**src/rtl/json_string_unescaper_top_macros.svh**
```systemverilog
// Assertion macros for the unescaper RTL.
`ifndef JSON_STRING_UNESCAPER_TOP_MACROS_SVH
`define JSON_STRING_UNESCAPER_TOP_MACROS_SVH

// Clocked check, masked while reset is asserted.
`define JSU_ASSERT_RST(label, clk, rstn, prop, msg) \
	label: assert property (@(posedge clk) disable iff (!rstn) prop) else $error(msg);

// Clocked implication, masked while reset is asserted.
`define JSU_ASSERT_IMP(label, clk, rstn, ante, cons, msg) \
	label: assert property (@(posedge clk) disable iff (!rstn) (ante) |-> (cons)) \
		else $error(msg);

`endif

```
**src/rtl/jsu_pkg.sv**
```systemverilog
// Shared types, character codes and decode helpers for the JSON string unescaper.
`timescale 1ns / 1ps

package jsu_pkg;

	localparam int unsigned MAX_OUT = 6;

	localparam logic [7:0] CH_BACKSLASH = 8'h5C;
	localparam logic [7:0] CH_QUOTE     = 8'h22;
	localparam logic [7:0] CH_SLASH     = 8'h2F;
	localparam logic [7:0] CH_B         = 8'h62;
	localparam logic [7:0] CH_F         = 8'h66;
	localparam logic [7:0] CH_N         = 8'h6E;
	localparam logic [7:0] CH_R         = 8'h72;
	localparam logic [7:0] CH_T         = 8'h74;
	localparam logic [7:0] CH_U         = 8'h75;
	localparam logic [7:0] CH_BS_CTRL   = 8'h08;
	localparam logic [7:0] CH_FF_CTRL   = 8'h0C;
	localparam logic [7:0] CH_LF_CTRL   = 8'h0A;
	localparam logic [7:0] CH_CR_CTRL   = 8'h0D;
	localparam logic [7:0] CH_TAB_CTRL  = 8'h09;

	// Escape phase: plain text, backslash seen, or \u with 0..3 digits held
	typedef enum logic [2:0] {
		PH_PLAIN  = 3'd0,
		PH_BSLASH = 3'd1,
		PH_U0     = 3'd2,
		PH_U1     = 3'd3,
		PH_U2     = 3'd4,
		PH_U3     = 3'd5
	} phase_t;

	// One accepted byte's worth of output, up to six bytes
	typedef struct packed {
		logic                     last;
		logic [2:0]               count;
		logic [MAX_OUT-1:0][7:0]  bytes;
	} cmd_t;

	// Digit value in [3:0]; bit 4 set when the byte is not a hex digit
	function automatic logic [4:0] hex_value(input logic [7:0] b);
		logic [4:0] r;
		r = 5'h10;
		if (b >= 8'h30 && b <= 8'h39) r = {1'b0, 4'(b - 8'h30)};
		else if (b >= 8'h61 && b <= 8'h66) r = {1'b0, 4'(b - 8'h57)};
		else if (b >= 8'h41 && b <= 8'h46) r = {1'b0, 4'(b - 8'h37)};
		return r;
	endfunction

	// Single-character escape: bit 8 set when the byte names a known escape
	function automatic logic [8:0] esc_map(input logic [7:0] b);
		logic [8:0] r;
		unique case (b)
			CH_QUOTE:     r = {1'b1, CH_QUOTE};
			CH_BACKSLASH: r = {1'b1, CH_BACKSLASH};
			CH_SLASH:     r = {1'b1, CH_SLASH};
			CH_B:         r = {1'b1, CH_BS_CTRL};
			CH_F:         r = {1'b1, CH_FF_CTRL};
			CH_N:         r = {1'b1, CH_LF_CTRL};
			CH_R:         r = {1'b1, CH_CR_CTRL};
			CH_T:         r = {1'b1, CH_TAB_CTRL};
			default:      r = {1'b0, b};
		endcase
		return r;
	endfunction

	// Number of hex digits held in a \u phase
	function automatic logic [1:0] digits_held(input phase_t p);
		logic [1:0] r;
		unique case (p)
			PH_U1:   r = 2'd1;
			PH_U2:   r = 2'd2;
			PH_U3:   r = 2'd3;
			default: r = 2'd0;
		endcase
		return r;
	endfunction

endpackage

```
**src/rtl/json_string_unescaper_top.sv**
```systemverilog
// An accepted byte's command is written into the queue, then loaded into the output register.
// Throughput: one input beat per cycle while each byte yields at most one output byte;
// an escape flush yields up to six bytes, drained one per cycle while m_tready is high.
// A four-entry command queue lets the input run on while the output port stalls, until it fills.
// Reset (arst_n low, asynchronous): phase returns to plain text, queue and output empty.
`timescale 1ns / 1ps

module json_string_unescaper_top #(
	parameter int unsigned QUEUE_DEPTH = 4
) (
	input  logic       clk,
	input  logic       arst_n,
	input  logic       s_tvalid,
	output logic       s_tready,
	input  logic [7:0] s_tdata,   // [7:0] in_byte
	input  logic       s_tlast,   // end_of_string
	output logic       m_tvalid,
	input  logic       m_tready,
	output logic [7:0] m_tdata,   // [7:0] out_byte
	output logic       m_tlast    // last_of_string
);

	jsu_pkg::cmd_t push_cmd;
	jsu_pkg::cmd_t head_cmd;
	logic          push;
	logic          full;
	logic          pop;
	logic          head_valid;

	jsu_front u_front (
		.clk      (clk),
		.arst_n   (arst_n),
		.in_valid (s_tvalid),
		.in_ready (s_tready),
		.in_byte  (s_tdata),
		.in_last  (s_tlast),
		.cmd_push (push),
		.cmd      (push_cmd),
		.q_full   (full)
	);

	jsu_queue #(
		.DEPTH (QUEUE_DEPTH)
	) u_queue (
		.clk        (clk),
		.arst_n     (arst_n),
		.push       (push),
		.wr_cmd     (push_cmd),
		.full       (full),
		.pop        (pop),
		.head_valid (head_valid),
		.head_cmd   (head_cmd)
	);

	jsu_back u_back (
		.clk       (clk),
		.arst_n    (arst_n),
		.q_valid   (head_valid),
		.q_cmd     (head_cmd),
		.q_pop     (pop),
		.out_valid (m_tvalid),
		.out_ready (m_tready),
		.out_byte  (m_tdata),
		.out_last  (m_tlast)
	);

endmodule

```
**src/rtl/jsu_front.sv**
```systemverilog
// Front end: accepts raw bytes, tracks the escape phase and builds output commands.
`timescale 1ns / 1ps

module jsu_front (
	input  logic              clk,
	input  logic              arst_n,
	input  logic              in_valid,
	output logic              in_ready,
	input  logic [7:0]        in_byte,
	input  logic              in_last,
	output logic              cmd_push,
	output jsu_pkg::cmd_t     cmd,
	input  logic              q_full
);

	jsu_pkg::phase_t phase_q, phase_d;
	logic [2:0][7:0] held_q;
	logic            accept;
	logic            held_we;
	logic [1:0]      held_idx;
	logic [4:0]      hv;
	logic [4:0]      hv_hi;
	logic [8:0]      esc;
	logic [1:0]      ndig;
	logic [2:0]      n_v;
	logic [jsu_pkg::MAX_OUT-1:0][7:0] bytes_v;

	assign in_ready = !q_full;
	assign accept   = in_valid && in_ready;
	assign hv       = jsu_pkg::hex_value(in_byte);
	assign hv_hi    = jsu_pkg::hex_value(held_q[2]);
	assign esc      = jsu_pkg::esc_map(in_byte);
	assign held_idx = jsu_pkg::digits_held(phase_q);

	// Hold the escape phase
	always_ff @(posedge clk or negedge arst_n) begin
		if (!arst_n) begin
			phase_q <= jsu_pkg::PH_PLAIN;
		end else if (accept) begin
			phase_q <= phase_d;
		end
	end

	// Capture hex digits of a \u sequence
	always_ff @(posedge clk) begin
		if (accept && held_we) begin
			held_q[held_idx] <= in_byte;
		end
	end

	// Decide next phase and the bytes this beat gives
	always_comb begin
		phase_d = phase_q;
		held_we = 1'b0;
		n_v     = 3'd0;
		bytes_v = '0;
		ndig    = 2'd0;
		unique case (phase_q)
			jsu_pkg::PH_PLAIN: begin
				if (in_byte == jsu_pkg::CH_BACKSLASH) begin
					phase_d = jsu_pkg::PH_BSLASH;
				end else begin
					bytes_v[n_v] = in_byte;
					n_v = n_v + 3'd1;
				end
			end
			jsu_pkg::PH_BSLASH: begin
				phase_d = jsu_pkg::PH_PLAIN;
				if (in_byte == jsu_pkg::CH_U) begin
					phase_d = jsu_pkg::PH_U0;
				end else if (esc[8]) begin
					bytes_v[n_v] = esc[7:0];
					n_v = n_v + 3'd1;
				end else begin
					bytes_v[n_v] = jsu_pkg::CH_BACKSLASH;
					n_v = n_v + 3'd1;
					bytes_v[n_v] = in_byte;
					n_v = n_v + 3'd1;
				end
			end
			jsu_pkg::PH_U0, jsu_pkg::PH_U1, jsu_pkg::PH_U2, jsu_pkg::PH_U3: begin
				if (hv[4]) begin
					// Bad digit: flush the sequence, then treat the byte as plain
					ndig = jsu_pkg::digits_held(phase_q);
					bytes_v[n_v] = jsu_pkg::CH_BACKSLASH;
					n_v = n_v + 3'd1;
					bytes_v[n_v] = jsu_pkg::CH_U;
					n_v = n_v + 3'd1;
					for (int k = 0; k < 3; k++) begin
						if (2'(k) < ndig) begin
							bytes_v[n_v] = held_q[k];
							n_v = n_v + 3'd1;
						end
					end
					if (in_byte == jsu_pkg::CH_BACKSLASH) begin
						phase_d = jsu_pkg::PH_BSLASH;
					end else begin
						phase_d = jsu_pkg::PH_PLAIN;
						bytes_v[n_v] = in_byte;
						n_v = n_v + 3'd1;
					end
				end else if (phase_q == jsu_pkg::PH_U3) begin
					// Fourth digit: emit the low byte of the code point
					bytes_v[n_v] = {hv_hi[3:0], hv[3:0]};
					n_v = n_v + 3'd1;
					phase_d = jsu_pkg::PH_PLAIN;
				end else begin
					held_we = 1'b1;
					phase_d = jsu_pkg::phase_t'(phase_q + 3'd1);
				end
			end
			default: begin
				phase_d = jsu_pkg::PH_PLAIN;
			end
		endcase

		// End of string: flush whatever is pending
		if (in_last && phase_d != jsu_pkg::PH_PLAIN) begin
			ndig = jsu_pkg::digits_held(phase_d);
			bytes_v[n_v] = jsu_pkg::CH_BACKSLASH;
			n_v = n_v + 3'd1;
			if (phase_d != jsu_pkg::PH_BSLASH) begin
				bytes_v[n_v] = jsu_pkg::CH_U;
				n_v = n_v + 3'd1;
				for (int k = 0; k < 3; k++) begin
					if (2'(k) < ndig) begin
						// The digit taken on this beat is not in held_q yet
						bytes_v[n_v] = (held_we && 2'(k) == held_idx) ? in_byte
							: held_q[k];
						n_v = n_v + 3'd1;
					end
				end
			end
			phase_d = jsu_pkg::PH_PLAIN;
		end
	end

	assign cmd_push  = accept && (n_v != 3'd0);
	assign cmd.last  = in_last;
	assign cmd.count = n_v;
	assign cmd.bytes = bytes_v;

endmodule

```
**src/rtl/jsu_queue.sv**
```systemverilog
// Short command queue between the front and back ends.
`timescale 1ns / 1ps

module jsu_queue #(
	parameter int unsigned DEPTH = 4
) (
	input  logic          clk,
	input  logic          arst_n,
	input  logic          push,
	input  jsu_pkg::cmd_t wr_cmd,
	output logic          full,
	input  logic          pop,
	output logic          head_valid,
	output jsu_pkg::cmd_t head_cmd
);

	localparam int unsigned PW = (DEPTH > 1) ? $clog2(DEPTH) : 1;
	localparam int unsigned CW = $clog2(DEPTH + 1);
	localparam logic [PW-1:0] LAST_PTR = PW'(DEPTH - 1);
	localparam logic [CW-1:0] FULL_CNT = CW'(DEPTH);

	jsu_pkg::cmd_t   mem_q [DEPTH];
	logic [PW-1:0]   wr_ptr_q, rd_ptr_q;
	logic [CW-1:0]   cnt_q;
	logic            do_push, do_pop;

	assign full       = (cnt_q == FULL_CNT);
	assign head_valid = (cnt_q != '0);
	assign head_cmd   = mem_q[rd_ptr_q];
	assign do_push    = push && !full;
	assign do_pop     = pop && head_valid;

	// Store commands
	always_ff @(posedge clk) begin
		if (do_push) begin
			mem_q[wr_ptr_q] <= wr_cmd;
		end
	end

	// Advance pointers and fill count
	always_ff @(posedge clk or negedge arst_n) begin
		if (!arst_n) begin
			wr_ptr_q <= '0;
			rd_ptr_q <= '0;
			cnt_q    <= '0;
		end else begin
			if (do_push) begin
				wr_ptr_q <= (wr_ptr_q == LAST_PTR) ? '0 : wr_ptr_q + PW'(1);
			end
			if (do_pop) begin
				rd_ptr_q <= (rd_ptr_q == LAST_PTR) ? '0 : rd_ptr_q + PW'(1);
			end
			if (do_push && !do_pop) begin
				cnt_q <= cnt_q + CW'(1);
			end else if (do_pop && !do_push) begin
				cnt_q <= cnt_q - CW'(1);
			end
		end
	end

endmodule

```
**src/rtl/jsu_back.sv**
```systemverilog
// Back end: expands queued commands into output beats through an output register.
`timescale 1ns / 1ps
`include "json_string_unescaper_top_macros.svh"

module jsu_back (
	input  logic          clk,
	input  logic          arst_n,
	input  logic          q_valid,
	input  jsu_pkg::cmd_t q_cmd,
	output logic          q_pop,
	output logic          out_valid,
	input  logic          out_ready,
	output logic [7:0]    out_byte,
	output logic          out_last
);

	logic       valid_q;
	logic [7:0] byte_q;
	logic       last_q;
	logic [2:0] idx_q;
	logic       load;
	logic       final_byte;

	assign load       = !valid_q || out_ready;
	assign final_byte = (idx_q == q_cmd.count - 3'd1);
	assign q_pop      = load && q_valid && final_byte;

	// Step through the head command one byte per beat
	always_ff @(posedge clk or negedge arst_n) begin
		if (!arst_n) begin
			valid_q <= 1'b0;
			idx_q   <= '0;
		end else if (load) begin
			valid_q <= q_valid;
			if (q_valid) begin
				idx_q <= final_byte ? 3'd0 : idx_q + 3'd1;
			end
		end
	end

	// Load the output byte
	always_ff @(posedge clk) begin
		if (load && q_valid) begin
			byte_q <= q_cmd.bytes[idx_q];
			last_q <= q_cmd.last && final_byte;
		end
	end

	assign out_valid = valid_q;
	assign out_byte  = byte_q;
	assign out_last  = last_q;

	`JSU_ASSERT_IMP(a_cmd_nonempty, clk, arst_n, q_valid, q_cmd.count != 3'd0, "empty command queued")
	`JSU_ASSERT_IMP(a_cmd_bound, clk, arst_n, q_valid, q_cmd.count <= 3'd6, "command too long")
	`JSU_ASSERT_IMP(a_idx_head, clk, arst_n, idx_q != 3'd0, q_valid, "partial command lost")
	`JSU_ASSERT_IMP(a_idx_range, clk, arst_n, q_valid && idx_q != 3'd0, idx_q < q_cmd.count, "index past command")

endmodule

```
**config.mk**
```make
export PLATFORM = sky130hd
export DESIGN_NAME = json_string_unescaper_top
export DESIGN_NICKNAME = d
export VERILOG_FILES = /design/src/rtl/jsu_pkg.sv /design/src/rtl/json_string_unescaper_top.sv /design/src/rtl/jsu_front.sv /design/src/rtl/jsu_queue.sv /design/src/rtl/jsu_back.sv
export VERILOG_INCLUDE_DIRS = /design/src /design/src/rtl
export SDC_FILE = /design/constraint.sdc
export NUM_CORES = 1
export LEC_CHECK = 0
export ABC_AREA = 1
export ABC_CLOCK_PERIOD_IN_PS = 17500
export BUFFER_PORTS_ARGS = -buffer_cell sky130_fd_sc_hd__buf_2
export CORE_MARGIN = 8
export CORE_UTILIZATION = 58
export DETAILED_ROUTE_END_ITERATION = 8
export HOLD_SLACK_MARGIN = 0.02
export PLACE_DENSITY = 0.78
export REMOVE_ABC_BUFFERS = 1
export SLEW_MARGIN = 20
export SYNTH_ARGS = -nofsm -noshare
export SYNTH_HDL_FRONTEND = slang
export SYNTH_SLANG_ARGS = --single-unit
export TNS_END_PERCENT = 100
```
**constraint.sdc**
```tcl
create_clock -name clk -period 17.5 [get_ports clk]
set_clock_uncertainty 0.2 [all_clocks]
set_input_delay 0.875 -clock clk [delete_from_list [all_inputs] [get_ports clk]]
set_output_delay 0.875 -clock clk [all_outputs]
set_load 0.02 [all_outputs]
```
-- After elaboration in Yosys (flattened, before gate mapping)
Memories as Yosys holds them, arrays and structs flattened.
Index checks and enable logic that the tools add are counted.
- register bits after elaboration: 47
- RAM bits: 208
- output and inout port bits: 11
- word-level logic and storage cells: 255
- memories: 1
- $add $sub $neg: 21
- order comparisons: 37
- equality and inequality tests: 24
- mux-type cells: 113
- bitwise operators: 6
- reductions and logical operators: 42
- memory list (memory ; words ; bits a word ; rd ports ; clocked after Yosys merged registers in ; wr ports ; RTL line ; text):
    u_queue.mem_q ; 4 ; 52 ; 1 ; 0 ; 1 ; jsu_queue.sv:22 ; jsu_pkg::cmd_t mem_q [DEPTH];
- operators with widths (cell ; number):
    $mux 48 ; 16
    $bwmux 48 ; 6
    $demux 8 s3 ; 8
    $mux 8 ; 21
    $mux 3 ; 27
    $pmux 9 s8 ; 1
    $eq 8x7->1 const B ; 7
    $mux 40 ; 1
    $lt 3x4->1 const B ; 9
    $add 3x1->3 const B ; 11
    $ge 8x7->1 const B ; 4
    $le 8x7->1 const B ; 4
    $mux 32 ; 1
    $or 30x30->30 ; 1
    $logic_and 1x1->1 ; 29
    $and 24x24->24 ; 1
    $bmux 8 s3 ; 1
    $bwmux 24 ; 1
    $ge 3x1->1 const B ; 8
    $not 24->24 ; 1
    $or 24x24->24 ; 1
    $pmux 8 s3 ; 1
    $and 18x18->18 ; 1
    $not 18->18 ; 1
    other kinds (36) ; 81

-- Logic depth before layout (Yosys ltp)
Gate-level depths: netlist of run 1.
- depth after elaboration: 44
- mapped depth: 35

-- By module
A second synthesis of run 1 with hierarchy kept.
- cells, all modules: 1796
- area total of the unflattened synthesis: 15110.7 um^2
- modules (own cells, without submodules) (module ; times used ; cells each ; area each (um^2) ; sequential area each (um^2)):
    jsu_queue ; 1 ; 666 ; 8638.3 ; 6421.2
    jsu_front ; 1 ; 979 ; 5445.2 ; 795.8
    jsu_back ; 1 ; 151 ; 1027.2 ; 370.4

-- Worst setup path before layout of run 1
Ideal clock, no wire load.
- path kind: in2reg
- start: in s_tdata[1]
- end: mem u_queue.mem_q[0][0] (netlist bit) (enable)
- setup time: 462 ps
- arrival time: 5832 ps
- required time: 16838 ps
- setup slack: 11006 ps
- stages on the path: 24
- path buffers: 0
- path through: inv_1 ha_1 inv_1 nand3_1 nand3_2 nand2_2 inv_1 nand2_1 nand3_1 nand2_4 inv_4 ha_1 inv_1 nand2_4 nand2_1 inv_1 ha_1 or2_1 nand3_1 nand2_1 a21oi_1 nand3_1 nand2_2 nor2_1
- longest elaborated chain between the ends: 27
- RTL lines (element ; RTL line ; text):
    from (decl) ; json_string_unescaper_top.sv:15 ; input logic [7:0] s_tdata,
    parallel branches: the longest is 21 deep, another holds $ge 8x7->1 ; - ;
    $mux 3 * ; jsu_front.sv:118 ; if (in_last && phase_d != jsu_pkg::PH_PLAIN) begin
    $reduce_bool 3->1 * ; jsu_front.sv:138 ; assign cmd_push = accept && (n_v != 3'd0);
    $logic_and 1x1->1 * ; jsu_front.sv:138 ;
    $logic_and 1x1->1 * ; jsu_queue.sv:30 ; assign do_push = push && !full;
    $mux 1 * ; jsu_queue.sv:35 ; if (do_push) begin
    $mux 1 (implied by the code) * ; jsu_queue.sv:36 ; mem_q[wr_ptr_q] <= wr_cmd;
    to (decl) ; jsu_queue.sv:22 ;
Mark *: on every way between the ends. The select of a mux whose other input is x is not followed.

-- Worst setup path after layout of run 1
- start: in s_tdata[0]
- end: reg u_queue.cnt_q[2]
- longest elaborated chain between the ends: 28
- RTL lines (element ; RTL line ; text):
    parallel branches: the longest is 21 deep, another holds $ge 8x7->1 ; - ;
    $mux 3 * ; jsu_front.sv:118 ;
    $reduce_bool 3->1 * ; jsu_front.sv:138 ;
    $logic_and 1x1->1 * ; jsu_front.sv:138 ;
    $logic_and 1x1->1 * ; jsu_queue.sv:30 ;
    via u_queue.do_push ; jsu_queue.sv:25 ; logic do_push, do_pop;
    $logic_not 1->1 ; jsu_queue.sv:55 ; end else if (do_pop && !do_push) begin
    $logic_and 1x1->1 ; jsu_queue.sv:55 ;
    $reduce_bool 2->1 (no source line) ; - ;
    to (signal assigned) ; jsu_queue.sv:54 ; cnt_q <= cnt_q + CW'(1);
    to (signal assigned) ; jsu_queue.sv:56 ; cnt_q <= cnt_q - CW'(1);
    to (decl) ; jsu_queue.sv:24 ; logic [CW-1:0] cnt_q;
Mark *: on every way through the listed nets, which the timed path passes. The select of a mux whose other input is x is not followed.
A chain may end at the register's enable or synchronous reset.

==> results of run 1 <==
registers in the layout (all words and copies together) (netlist names), 2 cells and up:
register / count
u_back.idx_q: 3
u_back.out_byte: 8
u_front.held_q: 24
u_front.phase_q: 3
u_queue.cnt_q: 3
u_queue.mem_q: 208
u_queue.rd_ptr_q: 2
u_queue.wr_ptr_q: 2
path summary, 6_finish.rpt:
kind / depth (start not counted) / end / start / slack [ns]
min in group clk: 1 / u_queue.cnt_q[0] / u_queue.cnt_q[0] / 0.34
max in group asynchronous: 1 / u_queue.rd_ptr_q[0] / arst_n / 16.78
worst min-delay path: 1 / u_queue.wr_ptr_q[0] / arst_n / 0.05
worst max-delay path: 29 / u_queue.cnt_q[2] / s_tdata[0] / 11.52
worst min register to register: 1 / u_queue.cnt_q[0] / u_queue.cnt_q[0] / 0.34
worst max register to register: 32 / u_queue.cnt_q[2] / u_front.phase_q[0] / 11.85
stage by stage:
stage	hold WS (ns)	setup slack (ns)
2_1_floorplan	0.292	10.54
3_3_place_gp	0.319	11.24
6_report	0.0494	11.52
5_1_grt	0.0771	11.07
4_1_cts	0.0529	11.62
3_5_place_dp	0.325	11.10
cell type report:
type                       instances  area (um2)
sequential                       255        7590
multi-input combinational       1194        6050
clock buffer                      29         683
fill                            2119        9200
clock inverter                    19         141
timing repair buffer              39         235
tap                              330         413
inverter                         154         581
cells in the final DEF (no fill, tap or decap), types with 23 or more instances in the layout:
| master | instances |
|---|---|
| inv_1 | 133 |
| nand2_1 | 377 |
| o22ai_1 | 28 |
| clkbuf_16 | 27 |
| o211ai_1 | 25 |
| nor2_1 | 234 |
| edfxtp_1 | 241 |
| o221ai_1 | 34 |
| a21oi_1 | 76 |
| ha_1 | 26 |
| buf_2 | 23 |
| nand3_1 | 91 |
| o21ai_0 | 183 |
kinds of logic after synthesis:
logic type | share of synthesized area, %
AO/OA/AOI/OAI | 15.6
XOR/XNOR | 0.302
adder cells (fa/ha/maj) | 2.38
buffers and inverters | 6.33
flip-flops | 52.2
AND/OR/NAND/NOR | 23.2
power by group through the flow:
stage	Clock, mW	Sequential, mW	Combinational, mW
finish	0.524	0.824	0.591
global route	0.552	0.833	0.650
CTS	0.530	0.824	0.592
detailed placement	0	0.836	0.589
global placement	0	0.832	0.570
floorplan	0	0.889	0.333
layer usage:
metal	GRT usage (%)	up-vias
met5	0	-
met1	36.5	5859
met3	3.71	154
met4	12.7	0
met2	44.9	729
li1	-	5800
synth_stat cells (4+ instances only):
library cell,instances
nand2_1,377
o211ai_1,25
o22ai_1,28
nor3_1,4
nand3_4,4
nand3_1,91
a211oi_1,10
buf_2,6
a22oi_1,5
inv_2,13
a31oi_1,7
o21ai_0,183
nand2_2,13
clkbuf_1,59
o221ai_1,34
nand3_2,8
buf_6,4
nor2_1,238
nor2_4,8
nand4_1,19
dfrtp_1,14
a21oi_1,76
inv_1,134
nand2_4,5
clkinv_1,6
edfxtp_1,241
ha_1,26
==> summary.md, run 1 <==
| Metric | Value |
|---|---|
| Yosys top cell area share | between 40% and 50% |
| Die ar. | 30400 um2 |
| Clock-pin slew on the worst setup and hold paths | roughly 0.060 ns |
| Reg power frac | a little over two fifths |
| Pint | around 1.3 mW |
| Setup TNS | 0 ns |
| CTS buffer count | 26 |
| Final slew viol count | 0 |
| Design area | ~16000 um2 |
| Metal-1 WL | between 15000 and 20000 um |
| Clk buf depth | 3 |
| Min Tclk post-route | 5.98 ns |
| Slew HR | ~28% |
| Clock Sinks | about 260 |
| Area Growth Syn to Fin | 8.07% |
| Async set-or-reset flop fraction in the synthesized netlist | 5.49% |
| Worst path bufs/invs | 8 |
| Register area share after synthesis | between 50% and 60% |
| DP Wirelength | 29700 um |
| Placeable Area | roughly 25000 um2 |
| Placed Instances | roughly 2000 |
| Starting DRC count in detailed routing | roughly 1500 |
| Logic pwr share | between 30% and 40% |
| GPL Wtd Cong | 1.07 |
| Worst setup SP type | primary input |
| Clock power share | between 20 and 30% |
| DR WL met3 | 4030 um |
| Final setup fails | 0 |
| Share of cells above drive strength 1 | 8.64% |
| P per Cell Area | around 120 nW/um2 |
| Synthesized instance count | about 1700 |
| Total track usage | between 20 and 30% |
| Global-route wire length before repair | roughly 67000 um |
| CTS resizes | 0 |
| Initial antenna violation count | 0 |
| DRT antenna net count | 0 |
| Grt ovf | 0 |
| CTS root buf | clkbuf_16 |
| Top cells by area, synth | edfxtp_1 (50%), nand2_1 (9.7%), o21ai_0 (6.3%) |
| Final Util | 63.0% |
| Via count | approximately 13000 |
| Clock Latency Late Sink | ~0.52 ns |
| Maximum number of pins on one net before global-route repair | between 100 and 150 |
| I/O pin total | 24 |
| Diode count | 0 |
| Vias/cell | slightly above 6 |
| TritonRoute pass-1 iters | 8 |
| Synthesis-stage register bit count | around 260 |
| Worst Max-Slew Pin Slew | between 1 and 1.5 ns |
| Critical path required time | approximately 18 ns |
| Final Hold Vio Count | 0 |
| I/O Buffers | 23 |
| Number of synthesis warnings | 0 |
| WL final | around 43000 um |
| CTS tree | built |
| Total power | 1.94 mW |
| RSZ-0062 raised after global routing | false |
| Hold-fix buffers, CTS | 0 |
| HP Class | in -> async |
| CP dominant cell by count | inv_1 |
| Critical path class | in -> reg |
| Peak VDD IR | about 120 uV |
| Number of global-route vias before repair | 11800 |
| Max Fclk | about 170 MHz |
| Worst Path Max Fanout | 21 |
| Leakage | ~6.3 nW |
| Tcrit/Tclk final | 34.2% |
| Post-CTS setup buffer count | 0 |
| NetSw | approximately 0.68 mW |
| WL met2 | approximately 20000 um |
| Initial Utilization | 58.3% |
| Placed Area | 14900 um2 |
| Number of flops mapped to enable cells by yosys | between 200 and 250 |
| Syn Std Cell Area | around 15000 um2 |
| Wirelength per Cell | 21.3 um |
| Crit-path max cell delay | roughly 0.68 ns |
| Die Width | between 150 and 200 um |
| Critical-path top delay cell | inv_1 |
| Finished Layout Cells | 2020 |
| CTS H-tree depth | 1 |
| Cell family with most CP delay | simple AND/OR/NAND/NOR gates |
| Crit. End Element | flip-flop |
| Drc violations | 0 |
| Cell variety after synth | 51 |
| Net Sw Frac | approximately a third |
| Status | completed |
| Cell row count | 58 |
| Syn_area_per_cell | between 8 and 9 um2 |
| Top FF cell, synth | edfxtp_1 |
| Top Metal Used | met4 |
| Area leader, netlist | edfxtp_1 |
| MaxCap Viol Count | 0 |
| Final nets | roughly 1700 |
| CP Data Arrival Time | about 6.2 ns |
| Die height | 174 um |
(Power assumes the default switching activity.)
==> inputs of run 2 (changes only) <==
--- a/config.mk
+++ b/config.mk
@@ -7,13 +7,13 @@
 export NUM_CORES = 1
 export LEC_CHECK = 0
 export ABC_AREA = 1
-export ABC_CLOCK_PERIOD_IN_PS = 17500
+export ABC_CLOCK_PERIOD_IN_PS = 5450
 export BUFFER_PORTS_ARGS = -buffer_cell sky130_fd_sc_hd__buf_2
 export CORE_MARGIN = 8
 export CORE_UTILIZATION = 58
 export DETAILED_ROUTE_END_ITERATION = 8
 export HOLD_SLACK_MARGIN = 0.02
-export PLACE_DENSITY = 0.78
+export PLACE_DENSITY = 0.81
 export REMOVE_ABC_BUFFERS = 1
 export SLEW_MARGIN = 20
 export SYNTH_ARGS = -nofsm -noshare
==> constraint.sdc (replaced) <==
create_clock -name clk -period 5.45 [get_ports clk]
set_clock_uncertainty 0.2 [all_clocks]
set_input_delay 0.2725 -clock clk [delete_from_list [all_inputs] [get_ports clk]]
set_output_delay 0.2725 -clock clk [all_outputs]
set_load 0.02 [all_outputs]
==> run 2 against run 1 <==
Against the previous run: cell area up 1.3%; setup slack worse by 11 ns; sequential share of layout area down 0.61 points; register-to-register slack worse by 11 ns; clock-buffer cell count up 3; first-iteration DRC count up 6.3%; power rose to 3.2 times the previous value.
==> summary.md, run 2 (synthesized netlist as in run 1, its figures left out) <==
| Metric | Value |
|---|---|
| CP Data Arrival Time | 5.20 ns (-0.98 ns) |
| I/O Buffers | 23 (unchanged) |
| Cell row count | 58 (unchanged) |
| Clock Sinks | 255 (unchanged) |
| Max Fclk | 200 MHz |
| Leakage | 6.43 nW (+1.6%) |
| Clk buf depth | 3 (unchanged) |
| CP dominant cell by count | inv_1 |
| Final Util | 63.9% (+0.82 points) |
| CTS tree | built |
| MaxCap Viol Count | 0 (unchanged) |
| DRT antenna net count | 0 (unchanged) |
| RSZ-0062 raised after global routing | false |
| Final setup fails | 0 (unchanged) |
| Die Width | 174 um (unchanged) |
| Via count | 12800 (+1.7%) |
| CTS buffer count | 26 (unchanged) |
| Global-route wire length before repair | 69900 um (+4.8%) |
| Clock Latency Late Sink | 0.53 ns (about the same) |
| Diode count | 0 (unchanged) |
| Initial Utilization | 58.3% (unchanged) |
| P per Cell Area | 391 nW/um2 (+220%) |
| I/O pin total | 24 (unchanged) |
| Commonest cells after routing, fill and taps aside | nand2_1 (377), edfxtp_1 (241), nor2_1 (234) |
| HP Class | in -> reg |
| Peak VDD IR | 497 uV (+330%) |
| Initial antenna violation count | 0 (unchanged) |
| Register with the most flip-flops | u_queue.mem_q |
| Grt ovf | 0 (unchanged) |
| Total power | 6.21 mW (+220%) |
| Fillers | 2059 (-2.8%) |
| Critical path required time | 5.65 ns (-12.05 ns) |
| Setup TNS | 0 ns (unchanged) |
| Die height | 174 um (unchanged) |
| Most common cell after layout, fill and taps aside | nand2_1 |
| Crit-path max cell delay | 0.54 ns (-0.14 ns) |
| Crit. End Element | flip-flop |
| Starting DRC count in detailed routing | 1542 (+6.3%) |
| Drc violations | 0 (unchanged) |
| Min Tclk post-route | between 4 and 5 ns |
| Clock-pin slew on the worst setup and hold paths | 0.07 ns (about the same) |
| Wirelength per Cell | 22.4 um (+5.1%) |
| Final slew viol count | 0 (unchanged) |
| Vias/cell | 6.25 (+0.73%) |
| CTS H-tree depth | 1 (unchanged) |
| CTS root buf | clkbuf_16 |
| Final nets | 1735 (+1.5%) |
| Worst Max-Slew Pin Slew | 0.999 ns (-0.0810 ns) |
| Number of global-route vias before repair | 12300 (+4.4%) |
| TritonRoute pass-1 iters | 7 (-1) |
| Worst Path Max Fanout | 13 (-38%) |
| Final Hold Vio Count | 0 (unchanged) |
| Share of cells above drive strength 1 | 9.13% (+0.49 points) |
| Die ar. | 30400 um2 (unchanged) |
| Tcrit/Tclk final | between 90% and 100% |
| Total track usage | 29.3% (+1.6 points) |
| Critical path class | in -> reg |
| Worst setup SP type | primary input |
| Area Growth Syn to Fin | 9.47% |
| Slew HR | 33.4% (+5.4 points) |
| DP Wirelength | 32500 um (+9.4%) |
| Maximum number of pins on one net before global-route repair | 100 (-7.4%) |
| Area occupied by multi-input gates | 6070 um2 (+0.27%) |
| GPL Wtd Cong | 1.06 (-0.73%) |
| WL final | 45700 um (+6.1%) |
| Sequential Area | 7590 um2 (about the same) |
| Status | completed |
| Critical-path top delay cell | dlygate4sd3_1 |
| Max FFs per register | 208 (unchanged) |
| Placeable Area | 24900 um2 (unchanged) |
-- run 2: cell types whose count changed in the layout (fill, tap and decap cells not counted), sizes merged --
cell         before  now
clkinvlp          4    1
bufinv            1    0
clkinv           19   13
buf              39   51
dlygate4sd3       0   12
inv             149  150
clkbuf           29   33
-- run 2: worst paths after layout --
path | startpoint | end | slack [ns] | cells past startpoint
setup / recovery | s_tdata[0] | u_queue.cnt_q[2] | 0.45 | 32
hold / removal | s_tvalid | u_front.phase_q[2] | 0.23 | 4
setup reg to reg | u_front.phase_q[1] | u_queue.cnt_q[2] | 0.52 | 33
hold reg to reg | u_queue.wr_ptr_q[1] | u_queue.wr_ptr_q[1] | 0.35 | 2
max in group asynchronous | arst_n | u_queue.rd_ptr_q[0] | 3.81 | 3
min in group asynchronous | arst_n | u_front.phase_q[1] | 0.68 | 3
-- run 2: final cells by class --
class,count,share of cell area [%]
clock buffer,32,4.37
sequential,255,47.7
clock inverter,10,0.370
tap,330,2.60
inverter,154,3.65
timing repair buffer,64,3.10
multi-input combinational,1194,38.2
-- run 2: timing repair --
item                                    CTS  global route
gates resized for setup                   0             4
endpoints found under the setup margin    0             2
buffers inserted                          0             0
endpoints found under the hold margin    43             0
hold buffers                             12             0
-- run 2: critical path: cells and delay by family --
kind	cells	cell delay [ns]
compound gates	3	0.34
xor+xnor	1	0.15
fa+ha+maj	5	1.43
buf+inv	10	1.45
simple gates	13	1.53
-- run 2: metrics by stage --
step           hold WS (ns)  cells  cell area [um2]  worst slack [ns]
2_1_floorplan        -0.223   1603            14200            -0.912
3_3_place_gp      0.0000193   1985            15000             0.572
3_5_place_dp        0.00593   1985            15000             0.397
4_1_cts               0.193   2039            15900             0.397
5_1_grt               0.239   2039            15900            0.0539
6_report              0.227   2039            15900             0.453
-- run 2: layer usage --
metal  global-route usage [%]  up-vias  routed length (um)
li1                         -     5863                   -
met1                     35.8     5979               17100
met2                     49.0      734               21800
met3                     4.34      177                4000
met4                     16.8        0                2780
met5                        0        -                   0
-- run 2: power breakdown --
group          leakage [nW]  switching (mW)  internal (mW)
Sequential             2.45           0.118           2.55
Clock                 0.366           0.715          0.898
Combinational          3.62            1.37          0.560
Total                  6.43            2.20           4.01
